==> config.mk <==
export PLATFORM = sky130hd
export DESIGN_NAME = bdc_cell
export DESIGN_NICKNAME = d
export VERILOG_FILES = /design/src/hw/rtl/bdc_pkg.sv /design/src/hw/rtl/bdc_cell.sv
export SDC_FILE = /design/constraint.sdc
export NUM_CORES = 2
export LEC_CHECK = 0
export ABC_CLOCK_PERIOD_IN_PS = 17200
export BUFFER_PORTS_ARGS = -buffer_cell sky130_fd_sc_hd__buf_2
export CORE_UTILIZATION = 63
export DETAILED_ROUTE_END_ITERATION = 10
export PLACE_DENSITY = 0.8
export SYNTH_ARGS = -nofsm -noshare
export SYNTH_HDL_FRONTEND = slang
export SYNTH_SLANG_ARGS = --single-unit
export TNS_END_PERCENT = 10
==> constraint.sdc <==
create_clock -name clk -period 17.2 [get_ports clk]
set_input_delay 5.16 -clock clk [delete_from_list [all_inputs] [get_ports clk]]
set_output_delay 5.16 -clock clk [all_outputs]
set_load 0.01 [all_outputs]
==> src/hw/rtl/bdc_pkg.sv <==
package bdc_pkg;

  typedef enum logic [1:0] {
    MODE_CLEAR  = 2'd0,
    MODE_APPEND = 2'd1,
    MODE_EVAL   = 2'd2,
    MODE_RSVD   = 2'd3
  } mode_t;

  localparam int unsigned CoordW   = 16;
  localparam int unsigned PointW   = 24;
  localparam int unsigned IndexW   = 14;
  localparam int unsigned TW       = 16;
  localparam int unsigned FewPoints = 2;
  localparam logic [IndexW-1:0] SampleCountReset = 14'd5555;

  typedef struct packed {
    logic signed [CoordW-1:0] coord_x;
    logic signed [CoordW-1:0] coord_y;
    logic signed [CoordW-1:0] coord_z;
  } coord_t;

  typedef struct packed {
    logic signed [PointW-1:0] px;
    logic signed [PointW-1:0] py;
    logic signed [PointW-1:0] pz;
  } vec_t;

  // control from sequencer to every cell
  typedef struct packed {
    logic load;   // shift: cell takes the point of its left neighbor
    logic step;   // one interpolation round: cell takes lerp(self, right)
  } cell_ctrl_t;

endpackage

==> src/hw/rtl/bdc_cell.sv <==
// One slot of the interpolation row. Holds a point; on load takes the point of its
// left neighbor, on step takes floor(((1-t)*self + t*right)) per axis, computed as
// self + floor(t*(right-self)/65536).
module bdc_cell (
  input  logic                      clk,
  input  bdc_pkg::cell_ctrl_t       ctrl,
  input  bdc_pkg::vec_t             left,
  input  bdc_pkg::vec_t             right,
  input  logic [bdc_pkg::TW-1:0]    t,
  output bdc_pkg::vec_t             value
);
  localparam int unsigned DW = bdc_pkg::PointW + 1;
  localparam int unsigned PW = DW + bdc_pkg::TW + 1;

  function automatic logic signed [bdc_pkg::PointW-1:0] lerp(
      input logic signed [bdc_pkg::PointW-1:0] a,
      input logic signed [bdc_pkg::PointW-1:0] b,
      input logic [bdc_pkg::TW-1:0] tt);
    logic signed [DW-1:0] d;
    logic signed [PW-1:0] p;
    d = DW'(b) - DW'(a);
    p = PW'(d) * $signed(PW'({1'b0, tt}));
    lerp = a + bdc_pkg::PointW'(p >>> bdc_pkg::TW);
  endfunction

  always_ff @(posedge clk) begin
    if (ctrl.load) begin
      value <= left;
    end else if (ctrl.step) begin
      value.px <= lerp(value.px, right.px, t);
      value.py <= lerp(value.py, right.py, t);
      value.pz <= lerp(value.pz, right.pz, t);
    end
  end
endmodule

Word level (Yosys, flattened, before mapping)
Cells that the tools add are included.
Widths: inputs -> output; s select.
{"block": "totals", "inputBits": 163, "wordCells": 15, "out_inout_bits": 72, "regBits": 72}
{"block": "classes", "addsub": 6, "mul": 3, "reduce_logical": 1, "n_mux": 2}
{"op": "$mux 72", "count": 2}
{"op": "$mul 25x17->40", "count": 3}
{"op": "$sub 24x24->25", "count": 3}
{"op": "$add 24x24->24", "count": 3}
{"op": "$reduce_bool 2->1", "count": 1}

Depth between registers and ports, before layout
{"block": "depth", "depth_word": 5, "ltp_mapped": 50, "ltp_nobuf": 49}

Least setup slack after synthesis
Ideal clock, no wire load.
{"block": "synth_path", "kind": "input to register", "start": "in right[48] (netlist bit)", "end": "reg value[71] (netlist bit), data pin", "path_buffers": 1, "arrival_ps": 14699, "required_time_ps": 16933, "path_slack_ps": 2234, "setup_time_ps": 267, "stages": 46, "cell_sequence": "inv_1 ha_1 fa_1 nor2b_1 o31a_2 o41ai_2 inv_1 a21oi_1 o21bai_1 a21oi_1 xnor2_1 clkbuf_1 nand2_1 fa_1 fa_1 inv_1 fa_1 inv_1 [... 10 more ...] o21bai_1 and2_1 a21o_1 or2_2 a21o_1 xnor2_1 ha_1 or3_1 a211oi_1 a221oi_1 o21a_1 a41o_1 a21oi_1 a31oi_1 a31oi_1 xnor2_1 xnor2_1 o21ai_0"}
{"block": "synth_via", "elab_chain_cells": 5}
{"element": "start: declaration", "line_no": "bdc_cell.sv:8", "text": "input bdc_pkg::vec_t right,"}
{"element": "$sub 24x24->25", "line_no": "bdc_cell.sv:21", "text": "d = DW'(b) - DW'(a);"}
{"element": "$mul 25x17->40", "line_no": "bdc_cell.sv:22", "text": "p = PW'(d) * $signed(PW'({1'b0, tt}));"}
{"element": "$add 24x24->24", "line_no": "bdc_cell.sv:23", "text": "lerp = a + bdc_pkg::PointW'(p >>> bdc_pkg::TW);"}
{"element": "$mux 72", "line_no": "bdc_cell.sv:29", "text": "end else if (ctrl.step) begin"}
{"element": "$mux 72", "line_no": "bdc_cell.sv:27", "text": "if (ctrl.load) begin"}
{"element": "end signal: assignment", "line_no": "bdc_cell.sv:28", "text": "value <= left;"}
{"element": "end: declaration", "line_no": "bdc_cell.sv:10", "text": "output bdc_pkg::vec_t value"}
Every way passes these cells. The select of a mux whose other input is x is not followed.
A chain may end at the register's enable or synchronous reset.

Final worst setup path
{"block": "layout_path", "start": "in right[0] (netlist bit)", "end": "reg value[23] (netlist bit), data pin"}
The elaborated chain is that of the path after synthesis.

==> results.py <==
metrics = {
    "detailed_routing": {
        "via_count": 39328,
        "dr.first_iter.drc_count": 2646,
        "antenna_left": 0,
        "drc": 0,
        "routed_via_density": 5.55,
        "wl_um": 125000,
        "detail_route.wl_per_cell_um": 17.6,
        "drtPass1Iterations": 7,
    },
    "worst_setup_path": {
        "slowest_delay_ps": 710,
        "critPathLaunchType": "input port",
        "crit_cells": 43,
        "worstPathArrival_ps": 16290,
        "crit_path_end_kind": "register",
        "worst-path-buf-inv": 7,
        "cp_common_cell": "fa_1",
        "crit_type": "in2reg",
        "slowest_stage": "fa_1",
        "path_delay_family": "adder cells",
        "worst-path-max-fanout": 16,
        "rr_worst_depth": 41,
        "cp.required_ps": 17360,
    },
    "synthesis": {
        "yosysMostFrequentCell": "inv_1",
        "ys_async_sr_fraction_pct": 0,
        "syn_inst": 5916,
        "ys_warn_count": 0,
        "synth_top_area_share_pct": 44.4,
        "yosys.area.top_type": "fa_1",
        "ys_ff_latch": 72,
        "synth_common_cells": "inv_1, fa_1, nand2_1",
        "ys.flop_type": "edfxtp_1",
        "synth-edff-count": 72,
        "synth-seq-area-share_pct": 4.22,
        "synth.avg_cell_area_um2": 8.66,
        "syn_nets": 7657,
        "syn_area_mm2": 0.0512,
        "netlist_top_cells_area": "fa_1, inv_1, ha_1",
        "ys_types": 78,
    },
    "clock_tree": {
        "cts-buffers-inserted": 9,
        "worstSkewPairLatency_ps": 430,
        "clock-sinks": 72,
        "htreeDepth": 3,
        "holdBufCountCts": 0,
        "cts_root_buf": "clkbuf_16",
        "cts.path.max_buffers": 2,
        "cts_setup_buffers": 0,
        "cts_tree": "built",
        "cts.clk_slew.worst_paths_ps": 70,
        "cts_resized": 0,
    },
    "global_route": {
        "antenna_found_initial": 4,
        "grt_use_total_pct": 32.0,
        "grt_max_degree": 80,
        "grt_pass1_wl_um": 209000,
        "grt_pass1_vias": 41956,
        "overflow": 0,
    },
    "floorplanning": {
        "start_util_pct": 63.6,
        "std_cell_rows": 104,
        "dieArea_mm2": 0.0825,
        "ios": 235,
        "fp.dieW_um": 287,
        "die_y_um": 287,
        "core_area_mm2": 0.0805,
    },
    "timing": {
        "max_slew_margin_pct": 22.3,
        "fin_skew_ps": 12.8,
        "tightest_slew_ps": 1170,
        "setup_tns_ps": 0,
        "post-route-period-util_pct": 93.8,
        "hold_violations": 0,
        "max_freq_ghz": 0.0620,
        "finalCriticalPeriod_ps": 16130,
        "rsz0062_at_grt": "false",
        "finalMaxSlewViolations": 0,
        "setup_viol": 0,
        "holdWs_ps": 781,
    },
    "placement": {
        "dpl.hpwl_um": 100000,
        "place.gp.congestion": 0.921,
        "io_buffers": 234,
    },
    "layout": {
        "max_flop_register": "value",
        "largest_reg_flops": 72,
        "syn2layout_area_growth_pct": 5.13,
        "drive_gt1_share_pct": 6.41,
        "top_regs": "value: 72 flops",
        "fin_nets": 7754,
    },
    "min_path": {
        "hold_path_class": "reg2reg",
        "holdPathStages": 2,
    },
    "flow_run": {
        "cap_violations": 0,
    },
    "run_status": {
        "status": "complete, no violations",
    },
}
==> metal layers <==
metal / up-vias / GRT usage (%) / wire (um)
met1: 19689 / 41.4 / 49300
met3: 280 / 5.02 / 9680
met5: - / 0 / 13
met4: 2 / 10.4 / 3880
li1: 17784 / - / -
met2: 1573 / 55.0 / 62000
==> worst paths after layout <==
kind                            startpoint   endpoint  slack [ps]
worst max-delay path              right[0]  value[23]        1070
worst min register to register   value[24]  value[24]         780
worst min-delay path             value[24]  value[24]         780
worst max register to register    value[0]  value[23]        5360
==> cell usage in the layout, fill, tap and decap left out, types with 6 or more instances in the layout <==
cell / count
mux2_2: 11
nand2_1: 739
a21boi_0: 6
nor3_1: 42
o21a_1: 47
o211ai_1: 13
o21ai_0: 128
a31oi_1: 13
nor2b_1: 89
xor2_1: 58
o21ai_1: 8
or3_1: 9
and3_1: 35
nand2b_1: 46
inv_1: 1521
nand4_1: 19
o31ai_1: 10
fa_1: 1137
xnor2_1: 147
buf_4: 96
xnor2_2: 7
nand3_1: 47
a211o_1: 9
a311oi_1: 16
nand4b_1: 17
and2_1: 505
a21oi_1: 150
o21bai_1: 15
buf_2: 233
ha_1: 441
nor2_1: 136
edfxtp_1: 72
clkbuf_16: 9
or2_2: 8
a211oi_1: 15
nor3b_1: 18
a21o_1: 53
==> through the flow <==
| stage | worst slack (ps) | instance area (um2) | util, % | cells |
|---|---|---|---|---|
| after global placement | 1010 | 53600 | 66.5 | 7062 |
| final | 1070 | 53900 | 66.9 | 7081 |
| after detailed placement | 931 | 53600 | 66.5 | 7062 |
| after global routing | 322 | 53900 | 66.9 | 7080 |
| after floorplan | 2230 | 51200 | - | 5916 |
| after CTS | 1310 | 53900 | 66.9 | 7078 |
==> final cells by class <==
type	instances	area, um2
inverter	1522	5710
multi-input combinational	4078	42500
clock buffer	9	225
clock inverter	7	38.8
timing repair buffer	330	1910
tap	1060	1330
antenna	3	7.51
sequential	72	2160
fill	6494	26700
==> cell families after synthesis <==
logic type                 share of synthesized area (%)
muxes                                              0.242
DFF                                                 4.22
xor gates and xnor gates                            3.68
AOI/OAI and AO/OA                                   6.97
and+or+nand+nor                                     16.7
adders and majority gates                           55.2
buffers and inverters                               13.0
==> worst reg2reg max path: cells and delay by family, from the launching register on <==
family / cells / cell delay (ps)
AO/OA/AOI/OAI: 15 / 3970
AND/OR/NAND/NOR: 9 / 1480
buffers and inverters: 5 / 540
XOR/XNOR: 2 / 300
flip-flops: 1 / 480
adder cells (fa/ha/maj): 10 / 4800
Power is not shown: default switching activity piles up to over one toggle a cycle in this logic, so the estimate is an artifact.
