`src/hw/rtl/bdc_pkg.sv`:
```
package bdc_pkg;

  typedef enum logic [1:0] {
    MODE_CLEAR  = 2'd0,
    MODE_APPEND = 2'd1,
    MODE_EVAL   = 2'd2,
    MODE_RSVD   = 2'd3
  } mode_t;

  localparam int unsigned CoordW   = 16;
  localparam int unsigned PointW   = 24;
  localparam int unsigned IndexW   = 14;
  localparam int unsigned TW       = 16;
  localparam int unsigned FewPoints = 2;
  localparam logic [IndexW-1:0] SampleCountReset = 14'd5555;

  typedef struct packed {
    logic signed [CoordW-1:0] coord_x;
    logic signed [CoordW-1:0] coord_y;
    logic signed [CoordW-1:0] coord_z;
  } coord_t;

  typedef struct packed {
    logic signed [PointW-1:0] px;
    logic signed [PointW-1:0] py;
    logic signed [PointW-1:0] pz;
  } vec_t;

  // control from sequencer to every cell
  typedef struct packed {
    logic load;   // shift: cell takes the point of its left neighbor
    logic step;   // one interpolation round: cell takes lerp(self, right)
  } cell_ctrl_t;

endpackage

```
`src/hw/rtl/bdc_div.sv`:
```
// Restoring divider: quot = floor((idx << 16) / den), one quotient bit per cycle.
module bdc_div (
  input  logic                           clk,
  input  logic                           rst,
  input  logic                           start,
  input  logic [bdc_pkg::IndexW-1:0]     idx,
  input  logic [bdc_pkg::IndexW-1:0]     den,
  output logic                           done,
  output logic [bdc_pkg::TW-1:0]         quot
);
  localparam int unsigned NumW = bdc_pkg::IndexW + bdc_pkg::TW;
  localparam int unsigned CntW = $clog2(NumW + 1);

  logic [NumW-1:0]            num;
  logic [bdc_pkg::IndexW:0]   rem;
  logic [NumW-1:0]            q;
  logic [CntW-1:0]            cnt;
  logic                       busy;
  logic [bdc_pkg::IndexW:0]   shifted;
  logic [bdc_pkg::IndexW:0]   diff;

  assign shifted = {rem[bdc_pkg::IndexW-1:0], num[NumW-1]};
  assign diff    = shifted - {1'b0, den};

  always_ff @(posedge clk) begin
    if (rst) begin
      busy <= 1'b0;
      done <= 1'b0;
      cnt  <= '0;
    end else begin
      done <= 1'b0;
      if (start) begin
        busy <= 1'b1;
        cnt  <= CntW'(NumW);
        num  <= {idx, {bdc_pkg::TW{1'b0}}};
        rem  <= '0;
        q    <= '0;
      end else if (busy) begin
        num <= {num[NumW-2:0], 1'b0};
        if (!diff[bdc_pkg::IndexW]) begin
          rem <= diff;
          q   <= {q[NumW-2:0], 1'b1};
        end else begin
          rem <= shifted;
          q   <= {q[NumW-2:0], 1'b0};
        end
        cnt <= cnt - 1'b1;
        if (cnt == CntW'(1)) begin
          busy <= 1'b0;
          done <= 1'b1;
        end
      end
    end
  end

  // idx < den keeps the quotient within 16 bits
  assign quot = q[bdc_pkg::TW-1:0];
endmodule

```
`config.mk`:
```
export PLATFORM = sky130hd
export DESIGN_NAME = bdc_div
export DESIGN_NICKNAME = d
export VERILOG_FILES = /design/src/hw/rtl/bdc_pkg.sv /design/src/hw/rtl/bdc_div.sv
export SDC_FILE = /design/constraint.sdc
export NUM_CORES = 1
export LEC_CHECK = 0
export BUFFER_PORTS_ARGS = -buffer_cell sky130_fd_sc_hd__buf_2
export CAP_MARGIN = 30
export CORE_MARGIN = 3
export CORE_UTILIZATION = 35
export CTS_BUF_LIST = sky130_fd_sc_hd__clkbuf_4 sky130_fd_sc_hd__clkbuf_8
export DETAILED_ROUTE_END_ITERATION = 8
export GPL_TIMING_DRIVEN = 1
export PLACE_DENSITY = 0.65
export SLEW_MARGIN = 0
export SYNTH_ARGS = -nofsm -noshare
export SYNTH_HDL_FRONTEND = slang
export SYNTH_SLANG_ARGS = --single-unit
```
`constraint.sdc`:
```
create_clock -name clk -period 3.8 [get_ports clk]
set_clock_uncertainty 0.2 [all_clocks]
set_input_delay 0.38 -clock clk [delete_from_list [all_inputs] [get_ports clk]]
set_output_delay 0.38 -clock clk [all_outputs]
set_load 0.1 [all_outputs]
```
Yosys cells after proc, flatten, opt, wreduce, memory -nomap -nowiden
Cells that the tools add are included.
W data, S select, Z words.

cells by class
  $mul = 0
  order comparisons = 0
  bitwise gates (word level) = 2
  equality and inequality tests = 1
  div/mod/pow operators = 0
  muxes and demuxes = 12
  shift-type cells = 0
  add/sub/neg operators = 2
  reductions and logical operators = 4

operators by type and width
  operator               number
  $mux W30               2
  $mux W14               2
  $mux W16               1
  $sub A15 B14 Y15       1
  $mux W5                2
  $eq A5 B1 Y1 const B   1
  $mux W1                5
  $sub A5 B1 Y5 const B  1
  $reduce_or A3 Y1       1
  $not A1 Y1             2
  $reduce_and A2 Y1      1
  $reduce_bool A2 Y1     1
  $reduce_or A2 Y1       1

word-level totals
  memory bits (read-only) = 0
  memories kept = 0
  bits in writable memories = 0
  bits in registers = 66
  input port bits = 31
  bits in latches = 0

Logic depth before layout (Yosys ltp)
Gate-level depths: netlist of the first run.

  word-level depth = 4
  depth in mapped cells = 11
  mapped depth without buffers = 10

Least setup slack after synthesis of the first run
Ideal clock, no wire load.

  kind = input-to-reg
  start = input start
  end = register num[16] (enable)
  setup time = 445 ps
  stages on the path = 4
  arrival time = 2826 ps
  setup slack = 329 ps
  buffers on the path = 2
  data required time = 3155 ps
  cell sequence = clkbuf_1 -> clkbuf_1 -> nor2_1 -> nor2_1

between the ends
  word-level cells in the longest chain between the ends = 2

RTL lines
  what                                 line           text
  start, declared                      bdc_div.sv:5   input logic start,
  $reduce_bool A2 Y1 (no source line)  --
  $reduce_and A2 Y1 (no source line)   --
  end signal, assigned                 bdc_div.sv:35  num <= {idx, {bdc_pkg::TW{1'b0}}};
  end signal, assigned                 bdc_div.sv:39  num <= {num[NumW-2:0], 1'b0};
  end, declared                        bdc_div.sv:14  logic [NumW-1:0] num;

No other way between the ends.
A chain may end at the register's enable or synchronous reset.

Final worst setup path of the first run
  start = register num[29]
  end = register rem[10] in the netlist's numbering, data pin

between the ends
  word-level cells in the longest chain between the ends = 3

RTL lines
  what                  line           text
  $sub A15 B14 Y15      bdc_div.sv:23  assign diff = shifted - {1'b0, den};
  $mux W14              bdc_div.sv:40  if (!diff[bdc_pkg::IndexW]) begin
  $mux W14              bdc_div.sv:38  end else if (busy) begin
  end signal, assigned  bdc_div.sv:41  rem <= diff;
  end signal, assigned  bdc_div.sv:44  rem <= shifted;
  end, declared         bdc_div.sv:15  logic [bdc_pkg::IndexW:0] rem;

No other way between the ends. The select of a mux whose other input is x is not followed.

==> flow_metrics.env, run 1 <==
export IMPL_setup_viol=0
export IMPL_slew_violations=0
export IMPL_p_leak_nw=1.38
export IMPL_place_gp_congestion=0.826
export IMPL_ys_warn_count=0
export IMPL_port_buffers=47
export IMPL_vias=1949
export IMPL_syn_nets=304
export IMPL_p_per_area_nw_per_um2=457
export IMPL_multi_input_area_um2=1340
export IMPL_area_delta_synth_final_pct=15.3
export IMPL_grt_max_degree=52
export IMPL_overflow=0
export IMPL_ys_seq_area_frac=0.502
export IMPL_required_ns=3.65
export IMPL_drc=0
export IMPL_crit_fanout=19
export IMPL_netlist_instances=256
export IMPL_arrival_ns=2.89
export IMPL_hold_viol_final=0
export IMPL_ys_flop_type="edfxtp_1"
export IMPL_period_needed_ns=3.04
export IMPL_fin_crit_sh=0.800
export IMPL_hp_class="in2reg"
export IMPL_max_vdd_ir_drop_v=0.000258
export IMPL_min_delay_path_depth=2
export IMPL_grt_antenna_before_repair=0
export IMPL_core_area_um2=7890
export IMPL_fin_ws_ns=0.760
export IMPL_end_kind="flop"
export IMPL_cts_buffer_depth=2
export IMPL_ys_seq_elements=51
export IMPL_rsz0062_at_grt="no"
export IMPL_cts_setup_buffers=0
export IMPL_post_drt_wl_per_cell_um=13.5
export IMPL_start_util=0.369
export IMPL_avgSynthCellArea_um2=11.4
export IMPL_firstDrtPassIters=4
export IMPL_dp_hpwl_um=3870
export IMPL_cts_sinks=51
export IMPL_diodes=0
export IMPL_syn_cell_area_um2=2910
export IMPL_drive_gt1_frac=0.262
export IMPL_dieArea_um2=9450
export IMPL_slew_headroom=0.520
export IMPL_post_place_ws_ns=0.595
export IMPL_grt_total_usage=0.120
export IMPL_numCtsBuffers=5
export IMPL_postCtsHoldBufs=0
export IMPL_fmax_mhz=329
export IMPL_netlist_cell_type_count=48
export IMPL_first_iter_violations=42
export IMPL_ctsResizeCount=0
export IMPL_pin_count=48
export IMPL_wirelength_um=5460
export IMPL_cts_tree="built"
export IMPL_rows=32
export IMPL_vias_per_cell=4.82
export IMPL_maxCapViolations=0
export IMPL_crit_type="reg2reg"
export IMPL_synth_enable_flop_cells=44
export IMPL_status="finished, final reports clean"
export IMPL_reg2regPathDepth=10
export IMPL_grt_pass1_vias=1983
export IMPL_clk_latency_ns=0.32
export IMPL_clk_pin_slew_worst_paths_ns=0.09
export IMPL_clockRootBuffer="clkbuf_8"
export IMPL_regArea_um2=1460
export IMPL_die_width_um=97.2
export IMPL_antenna_left=0
export IMPL_tightest_slew_ns=0.719
export IMPL_fin_setup_tns_ns=0
export IMPL_start_kind="flop"
export IMPL_die_y_um=97.2
export IMPL_nets=349
export IMPL_grt_pass1_wl_um=9340
export IMPL_htreeDepth=2
export IMPL_fillCellCount=741
export IMPL_async_flop_share=0
cells by family (layout without fill, tap and decap cells):
kind of cell | Yosys count | count (layout) | share of synthesized area
flip-flops | 51 | 51 | 0.502
AND/OR/NAND/NOR | 84 | 84 | 0.147
multiplexers | 23 | 23 | 0.0863
AO/OA/AOI/OAI | 38 | 38 | 0.102
XOR/XNOR | 13 | 13 | 0.0455
buffers and inverters | 30 | 76 | 0.0421
adder cells (fa/ha/maj) | 17 | 17 | 0.0756
cell usage in the layout (no fill, tap or decap), types with 2 or more instances in the layout:
cell,Yosys,layout
buf_4,0,2
a21o_1,2,2
mux2i_1,9,9
clkbuf_8,0,5
o21a_1,4,4
nor3_1,6,6
o21ai_0,5,5
buf_2,1,47
o31a_1,2,2
nor4_1,3,3
o2111ai_1,2,2
mux2_2,13,13
nand2b_1,4,4
nor2b_1,18,18
nand2_1,9,9
nor2_1,32,31
a21oi_1,11,11
inv_1,19,19
xnor2_1,8,8
a31oi_1,2,2
xor2_1,4,4
nand3_1,3,3
edfxtp_1,44,44
ha_1,16,16
dfxtp_1,7,7
a211oi_2,2,2
registers in the layout, summed over array words and instances (netlist names):
register,cells
q,16
num,14
cnt,5
busy,1
done,1
rem,14
power breakdown:
part	internal, mW	switching (mW)
clock	0.197	0.194
sequential	0.666	0.0245
combinational	0.179	0.275
worst paths after layout:
kind	to	slack [ns]	start
setup / recovery	rem[10]	0.76	num[29]
hold / removal	num[16]	0.15	idx[0]
setup reg to reg	rem[10]	0.76	num[29]
hold reg to reg	done	0.32	cnt[3]
cell type report:
type	count	area share
sequential	51	0.435
clock inverter	3	0.0127
timing repair buffer	49	0.0745
inverter	19	0.0212
tap	102	0.0380
clock buffer	5	0.0205
multi-input combinational	175	0.398
critical path, cell delays in order, from the launching register on:
cell,delay (ns)
edfxtp_1,0.35
inv_1,0.04
ha_1,0.20
fa_1,0.45
nor2b_4,0.17
o31ai_4,0.08
a21oi_2,0.23
o41ai_4,0.13
xnor2_4,0.60
mux2i_1,0.28
nor2_1,0.05
synthesized netlist by cell type, types with 2 or more instances:
cell | number | share of area
dfxtp_1 | 7 | 0.048
o31a_1 | 2 | 0.0060
clkbuf_1 | 7 | 0.0090
a21o_1 | 2 | 0.0052
ha_1 | 16 | 0.069
nand3_1 | 3 | 0.0052
nor4_1 | 3 | 0.0064
edfxtp_1 | 44 | 0.45
o21a_1 | 4 | 0.010
o2111ai_1 | 2 | 0.0060
xnor2_1 | 8 | 0.024
o21ai_0 | 5 | 0.0086
mux2i_1 | 9 | 0.031
inv_1 | 19 | 0.024
a211oi_2 | 2 | 0.0086
a21oi_1 | 11 | 0.019
nand2b_1 | 4 | 0.0086
xor2_1 | 4 | 0.012
a31oi_1 | 2 | 0.0043
nor2b_1 | 18 | 0.039
nor3_1 | 6 | 0.010
mux2_2 | 13 | 0.050
nand2_1 | 9 | 0.012
nor2_1 | 32 | 0.041
through the flow:
stage / power (mW) / area (um^2) / utilization / instances / hold slack [ns]
global route: 1.63 / 3360 / 0.426 / 404 / 0.131
floorplan: 1.08 / 2910 / - / 256 / 0.262
detailed placement: 1.16 / 3250 / 0.412 / 396 / 0.309
CTS: 1.55 / 3360 / 0.426 / 404 / 0.136
global placement: 1.15 / 3250 / 0.412 / 396 / 0.301
finish: 1.53 / 3360 / 0.426 / 404 / 0.150
metal layers:
metal | track usage | wire length [um] | part of all wire | vias up
li1 | - | - | - | 995
met1 | 0.153 | 2530 | 0.46 | 914
met2 | 0.199 | 2650 | 0.49 | 35
met3 | 0.0366 | 225 | 0.041 | 5
met4 | 0.0288 | 53 | 0.0097 | 0
met5 | 0 | 0 | 0 | -
(Power assumes the default switching activity.)
==> run 2: changes to the inputs <==
Settings changed: ABC_AREA set to 1, PLACE_DENSITY 0.65 to 0.64.
Clock period 3.8 ns to 3.15 ns, I/O delays scaled along.
==> run 2 against run 1 <==
Total power up 15%. Die area up 9.1%. Critical endpoint is now rem[12]. Maximum frequency up 31%. Largest power group unchanged. Worst setup slack better by 0.066 ns. Critical path type unchanged. Area after synthesis up 9.8%. First-iteration DRC count up 88%.
==> flow_metrics.env, run 2 <==
export IMPL_status="finished, final reports clean"
export IMPL_fillCellCount=896
export IMPL_crit_type="reg2reg"
export IMPL_timing_hold_ws_ns=0.0701
export IMPL_ys_top_cells_by_area="edfxtp_1, nand2_1, inv_1, ha_1, nor2_1"
export IMPL_timing_rr_end="rem[12]"
export IMPL_first_iter_violations=79
export IMPL_port_buffers=47
export IMPL_maxCapViolations=0
export IMPL_fmax_mhz=430
export IMPL_synth_most_common_cell="nand2_1"
export IMPL_cts_setup_buffers=0
export IMPL_clk_pin_slew_worst_paths_ns=0.09
export IMPL_slew_violations=0
export IMPL_dp_hpwl_um=4880
export IMPL_grt_pass1_vias=2578
export IMPL_layout_common_cells="nand2_1, inv_1, nor2_1, buf_2, edfxtp_1"
export IMPL_numCtsBuffers=5
export IMPL_rrSetupSlack_ns=0.83
export IMPL_end_kind="flop"
export IMPL_grt_total_usage=0.130
export IMPL_min_delay_path_depth=3
export IMPL_hp_class="in2reg"
export IMPL_grt_max_degree=37
export IMPL_tightest_slew_ns=0.883
export IMPL_final_common_cell="nand2_1"
export IMPL_required_ns=3.01
export IMPL_overflow=0
export IMPL_largest_register_ffs=16
export IMPL_ys_flop_type="edfxtp_1"
export IMPL_grt_antenna_before_repair=0
export IMPL_hold_viol_final=0
export IMPL_start_kind="flop"
export IMPL_reg2regPathDepth=13
export IMPL_place_gp_congestion=0.904
export IMPL_firstDrtPassIters=4
export IMPL_reg_top3="q (16), num (14), rem (14)"
export IMPL_crit_fanout=17
export IMPL_syn_cell_area_um2=3200
export IMPL_async_flop_share=0
export IMPL_diodes=0
export IMPL_cp_slowest_cell="fa_1"
export IMPL_post_drt_wl_per_cell_um=11.3
export IMPL_cts_buffer_depth=2
export IMPL_ys_seq_area_frac=0.457
export IMPL_synth_enable_flop_cells=44
export IMPL_rsz0062_at_grt="no"
export IMPL_p_per_area_nw_per_um2=485
export IMPL_dieArea_um2=10300
export IMPL_avgSynthCellArea_um2=7.82
export IMPL_postCtsHoldBufs=0
export IMPL_netlist_cell_type_count=30
export IMPL_yosys_top_cells_count="nand2_1, inv_1, nor2_1"
export IMPL_vias=2548
export IMPL_slew_headroom=0.411
export IMPL_regMostFlops="q"
export IMPL_combinationalPowerShare=0.311
export IMPL_r2r_start="num[29]"
export IMPL_ys_seq_elements=51
export IMPL_whs_endpoint="num[16]"
export IMPL_cts_sinks=51
export IMPL_ctsResizeCount=0
export IMPL_nets=504
export IMPL_drive_gt1_frac=0.195
export IMPL_power_switching_uw=610
export IMPL_clk_latency_ns=0.30
export IMPL_synth_top_cell_area_share=0.413
export IMPL_wirelength_um=6370
export IMPL_grt_pass1_wl_um=10900
export IMPL_cts_tree="built"
export IMPL_p_leak_nw=1.90
export IMPL_htreeDepth=2
export IMPL_cp_common_cell="nand2_1"
export IMPL_clkPwrFrac=0.221
export IMPL_vias_per_cell=4.51
export IMPL_p_total_mw=1.76
export IMPL_clockRootBuffer="clkbuf_8"
export IMPL_syn_nets=457
export IMPL_fin_crit_sh=0.738
export IMPL_hold_start="idx[0]"
export IMPL_crit_start="num[29]"
export IMPL_period_needed_ns=2.32
export IMPL_die_y_um=102
export IMPL_fin_setup_tns_ns=0
export IMPL_setup_viol=0
export IMPL_pin_count=48
export IMPL_crit_buf_inv=2
export IMPL_p_int_mw=1.15
export IMPL_die_width_um=102
export IMPL_core_area_um2=8810
export IMPL_rows=34
export IMPL_pwr_share_seq=0.467
export IMPL_drc=0
export IMPL_swShare=0.346
export IMPL_cp_top_family="simple AND/OR/NAND/NOR gates"
export IMPL_synth_largest_area_cell="edfxtp_1"
export IMPL_ys_warn_count=0
export IMPL_max_vdd_ir_drop_v=0.000324
export IMPL_path_cells="inv_1, ha_1, fa_1, inv_1, nand2_1, nand3_2, nand2_4, nand2_2, nand2_2, nand2_4, nand2_1, nand2_1, nor2_1"
export IMPL_antenna_left=0
export IMPL_area_delta_synth_final_pct=13.8
export IMPL_arrival_ns=2.19
export IMPL_netlist_instances=409
export IMPL_start_util=0.363
export IMPL_cpPeakStageDelay_ns=0.40
==> run 2: power groups by stage <==
stage                     sequential [mW]  clock, mW  combinational, mW
after floorplan                     0.924          0              0.363
after global placement              0.839          0              0.540
after detailed placement            0.839          0              0.549
after CTS                           0.824      0.410              0.553
after global routing                0.831      0.436              0.619
final                               0.824      0.390              0.549
==> run 2: kinds of logic after synthesis <==
group / Yosys count / synth area share
buf+inv: 87 / 0.110
xor+xnor: 7 / 0.0192
compound gates: 14 / 0.0262
flops: 51 / 0.457
simple gates: 233 / 0.318
fa+ha+maj: 17 / 0.0689
==> run 2: routing by layer <==
metal,track usage,vias to the layer above,share of wire
met2,0.204,51,0.44
li1,-,1356,-
met3,0.0337,10,0.044
met1,0.174,1131,0.50
met5,0,-,0
met4,0.0481,0,0.019
==> run 2: worst max path at each step <==
stage	endpoint	slack [ns]	cells past startpoint
floorplan	num[16]	0.004	3
global placement	rem[4]	0.81	13
detailed placement	rem[12]	0.76	13
CTS	rem[12]	0.82	13
global route	rem[4]	0.63	9
finish	rem[12]	0.83	13
==> run 2: through the flow <==
step,utilization,worst slack [ns],cell area (um^2),std cells
floorplan,-,0.00411,3200,409
global placement,0.402,0.812,3540,557
detailed placement,0.402,0.758,3540,557
CTS,0.413,0.815,3640,565
global route,0.413,0.631,3640,565
finish,0.413,0.826,3640,565
==> run 2: final cells by class <==
class | count | area (um^2) | area share
sequential | 51 | 1460 | 0.402
multi-input combinational | 271 | 1390 | 0.382
inverter | 78 | 293 | 0.0805
timing repair buffer | 49 | 263 | 0.0722
tap | 108 | 135 | 0.0372
clock buffer | 7 | 90.1 | 0.0248
clock inverter | 1 | 5.00 | 0.00138
==> run 2: worst min-delay path, stage by stage <==
cell and delay [ns]:
buf_2 0.07, nand2_1 0.04, inv_1 0.04
==> run 3: changes to the inputs <==
Settings changed: PLACE_DENSITY 0.64 to 0.66.
Clock period 3.15 ns to 1.95 ns, I/O delays scaled along.
==> run 3 against run 2 <==
The run now ends with setup timing left. Worst setup slack got worse by 1.1 ns. Sequential power rose by 63%. Cell count rose by 13%. Global-route usage rose by 3.3 points. Maximum frequency rose by 4.9%. Design area rose by 26%. Clock power rose by 95%.
==> flow_metrics.env, run 3 (synthesized netlist as in run 2, its figures left out) <==
export IMPL_grt_antenna_before_repair=0
export IMPL_arrival_ns=2.08
export IMPL_cts_buffer_depth=2
export IMPL_drc=0
export IMPL_numCtsBuffers=5
export IMPL_start_util=0.363
export IMPL_timing_rr_end="rem[4]"
export IMPL_overflow=0
export IMPL_clockRootBuffer="clkbuf_8"
export IMPL_final_util=0.519
export IMPL_firstDrtPassIters=4
export IMPL_grt_pass1_wl_um=13600
export IMPL_pin_count=48
export IMPL_status="finished, violations left"
export IMPL_crit_fanout=8
export IMPL_grt_pass1_vias=3050
export IMPL_slew_headroom=0.672
export IMPL_die_y_um=102
export IMPL_routed_top_layer="met4"
export IMPL_fillCellCount=794
export IMPL_setup_viol=15
export IMPL_required_ns=1.82
export IMPL_hold_start="den[0]"
export IMPL_reg_top3="q (16), num (14), rem (14)"
export IMPL_regMostFlops="q"
export IMPL_area_delta_synth_final_pct=43.0
export IMPL_die_width_um=102
export IMPL_clk_pin_slew_worst_paths_ns=0.10
export IMPL_fmax_mhz=451
export IMPL_cts_sinks=51
export IMPL_tightest_slew_ns=0.495
export IMPL_diodes=0
export IMPL_hp_class="in2reg"
export IMPL_slew_violations=0
export IMPL_vias_per_cell=4.60
export IMPL_cts_tree="built"
export IMPL_wl_met3_um=328
export IMPL_violations="setup timing"
export IMPL_antenna_left=0
export IMPL_crit_type="reg2reg"
export IMPL_maxCapViolations=0
export IMPL_period_needed_ns=2.22
export IMPL_start_kind="flop"
export IMPL_whs_endpoint="rem[0]"
export IMPL_grt_max_degree=39
export IMPL_clk_latency_ns=0.30
export IMPL_htreeDepth=2
export IMPL_r2r_start="rem[6]"
export IMPL_drive_gt1_frac=0.348
export IMPL_min_delay_path_depth=5
export IMPL_max_vdd_ir_drop_v=0.000557
export IMPL_vias=2929
export IMPL_final_common_cell="nand2_1"
export IMPL_grt_total_usage=0.163
export IMPL_reg2regPathDepth=11
export IMPL_wl_met2_um=3880
export IMPL_nets=576
export IMPL_fin_crit_sh=1.14
export IMPL_post_drt_wl_per_cell_um=12.6
export IMPL_m1WireLength_um=3640
export IMPL_rsz0062_at_grt="yes"
export IMPL_dieArea_um2=10300
export IMPL_p_per_area_nw_per_um2=752
export IMPL_largest_register_ffs=16
export IMPL_end_kind="flop"
export IMPL_first_iter_violations=90
export IMPL_p_total_mw=3.44
export IMPL_dp_hpwl_um=5270
export IMPL_port_buffers=47
export IMPL_rrSetupSlack_ns=-0.27
export IMPL_fin_ws_ns=-0.265
export IMPL_hold_viol_final=0
export IMPL_wirelength_um=8020
export IMPL_rows=34
export IMPL_layout_common_cells="nand2_1, inv_1, buf_4, buf_2, edfxtp_1"
export IMPL_p_leak_nw=2.28
export IMPL_core_area_um2=8810
export IMPL_place_gp_congestion=0.854
run 3: cell count changes in the layout (fill, tap and decap cells not counted), sizes merged:
cell | previous run | this run
buf | 49 | 101
dlygate4sd3 | 0 | 17
bufinv | 0 | 1
nand2 | 139 | 142
clkinv | 1 | 0
run 3: worst max-delay path by stage:
stage                 start      end
finish               rem[6]   rem[4]
global route         rem[7]  rem[13]
CTS                 num[29]  rem[11]
detailed placement  rem[12]   rem[3]
global placement    rem[12]   rem[5]
floorplan           num[29]   rem[8]
run 3: worst max-delay path, cell delays in order, from the launching register on:
cell	delay, ns
edfxtp_1	0.44
ha_4	0.28
nand2_2	0.06
nand2_2	0.06
nand2_2	0.07
nand2_2	0.07
a21oi_4	0.25
nand2_4	0.12
nand2_8	0.14
nand2_8	0.13
nor2_4	0.11
nor2_2	0.04
run 3: metrics by stage:
step / TNS, ns / cell area, um^2 / hold WS [ns] / instances / setup slack, ns
2_1_floorplan: -1.36 / 3260 / 0.0644 / 409 / -0.126
3_3_place_gp: -3.24 / 3910 / 0.256 / 599 / -0.254
3_5_place_dp: -4.06 / 3910 / 0.258 / 599 / -0.300
4_1_cts: -3.09 / 4460 / 0.214 / 631 / -0.225
5_1_grt: -4.64 / 4570 / 0.245 / 637 / -0.343
6_report: -3.34 / 4570 / 0.210 / 637 / -0.265
run 3: final cells by class:
cell class	count	area, um^2	area share
clock buffer	7	83.8	0.0183
clock inverter	1	30.0	0.00657
inverter	78	293	0.0640
sequential	51	1460	0.320
multi-input combinational	274	1750	0.382
timing repair buffer	118	823	0.180
tap	108	135	0.0296
run 3: what timing repair did:
item,CTS,global route
pin swaps,20,15
endpoints found under the setup margin,15,15
gates cloned,3,0
hold endpoints to repair,19,0
gates resized for setup,34,19
hold buffers,17,0
buffers inserted,4,6
run 3: where the power goes:
| part | internal (mW) | total (mW) | switching, mW | leakage [nW] |
|---|---|---|---|---|
| sequential | 1.29 | 1.34 | 0.0516 | 0.487 |
| clock | 0.412 | 0.759 | 0.346 | 0.0593 |
| combinational | 0.537 | 1.34 | 0.799 | 1.74 |
run 3: routing by layer:
metal / GRT usage / vias to the layer above
met1: 0.211 / 1339
met3: 0.0262 / 20
met2: 0.274 / 68
met5: 0 / -
met4: 0.0624 / 0
li1: - / 1502
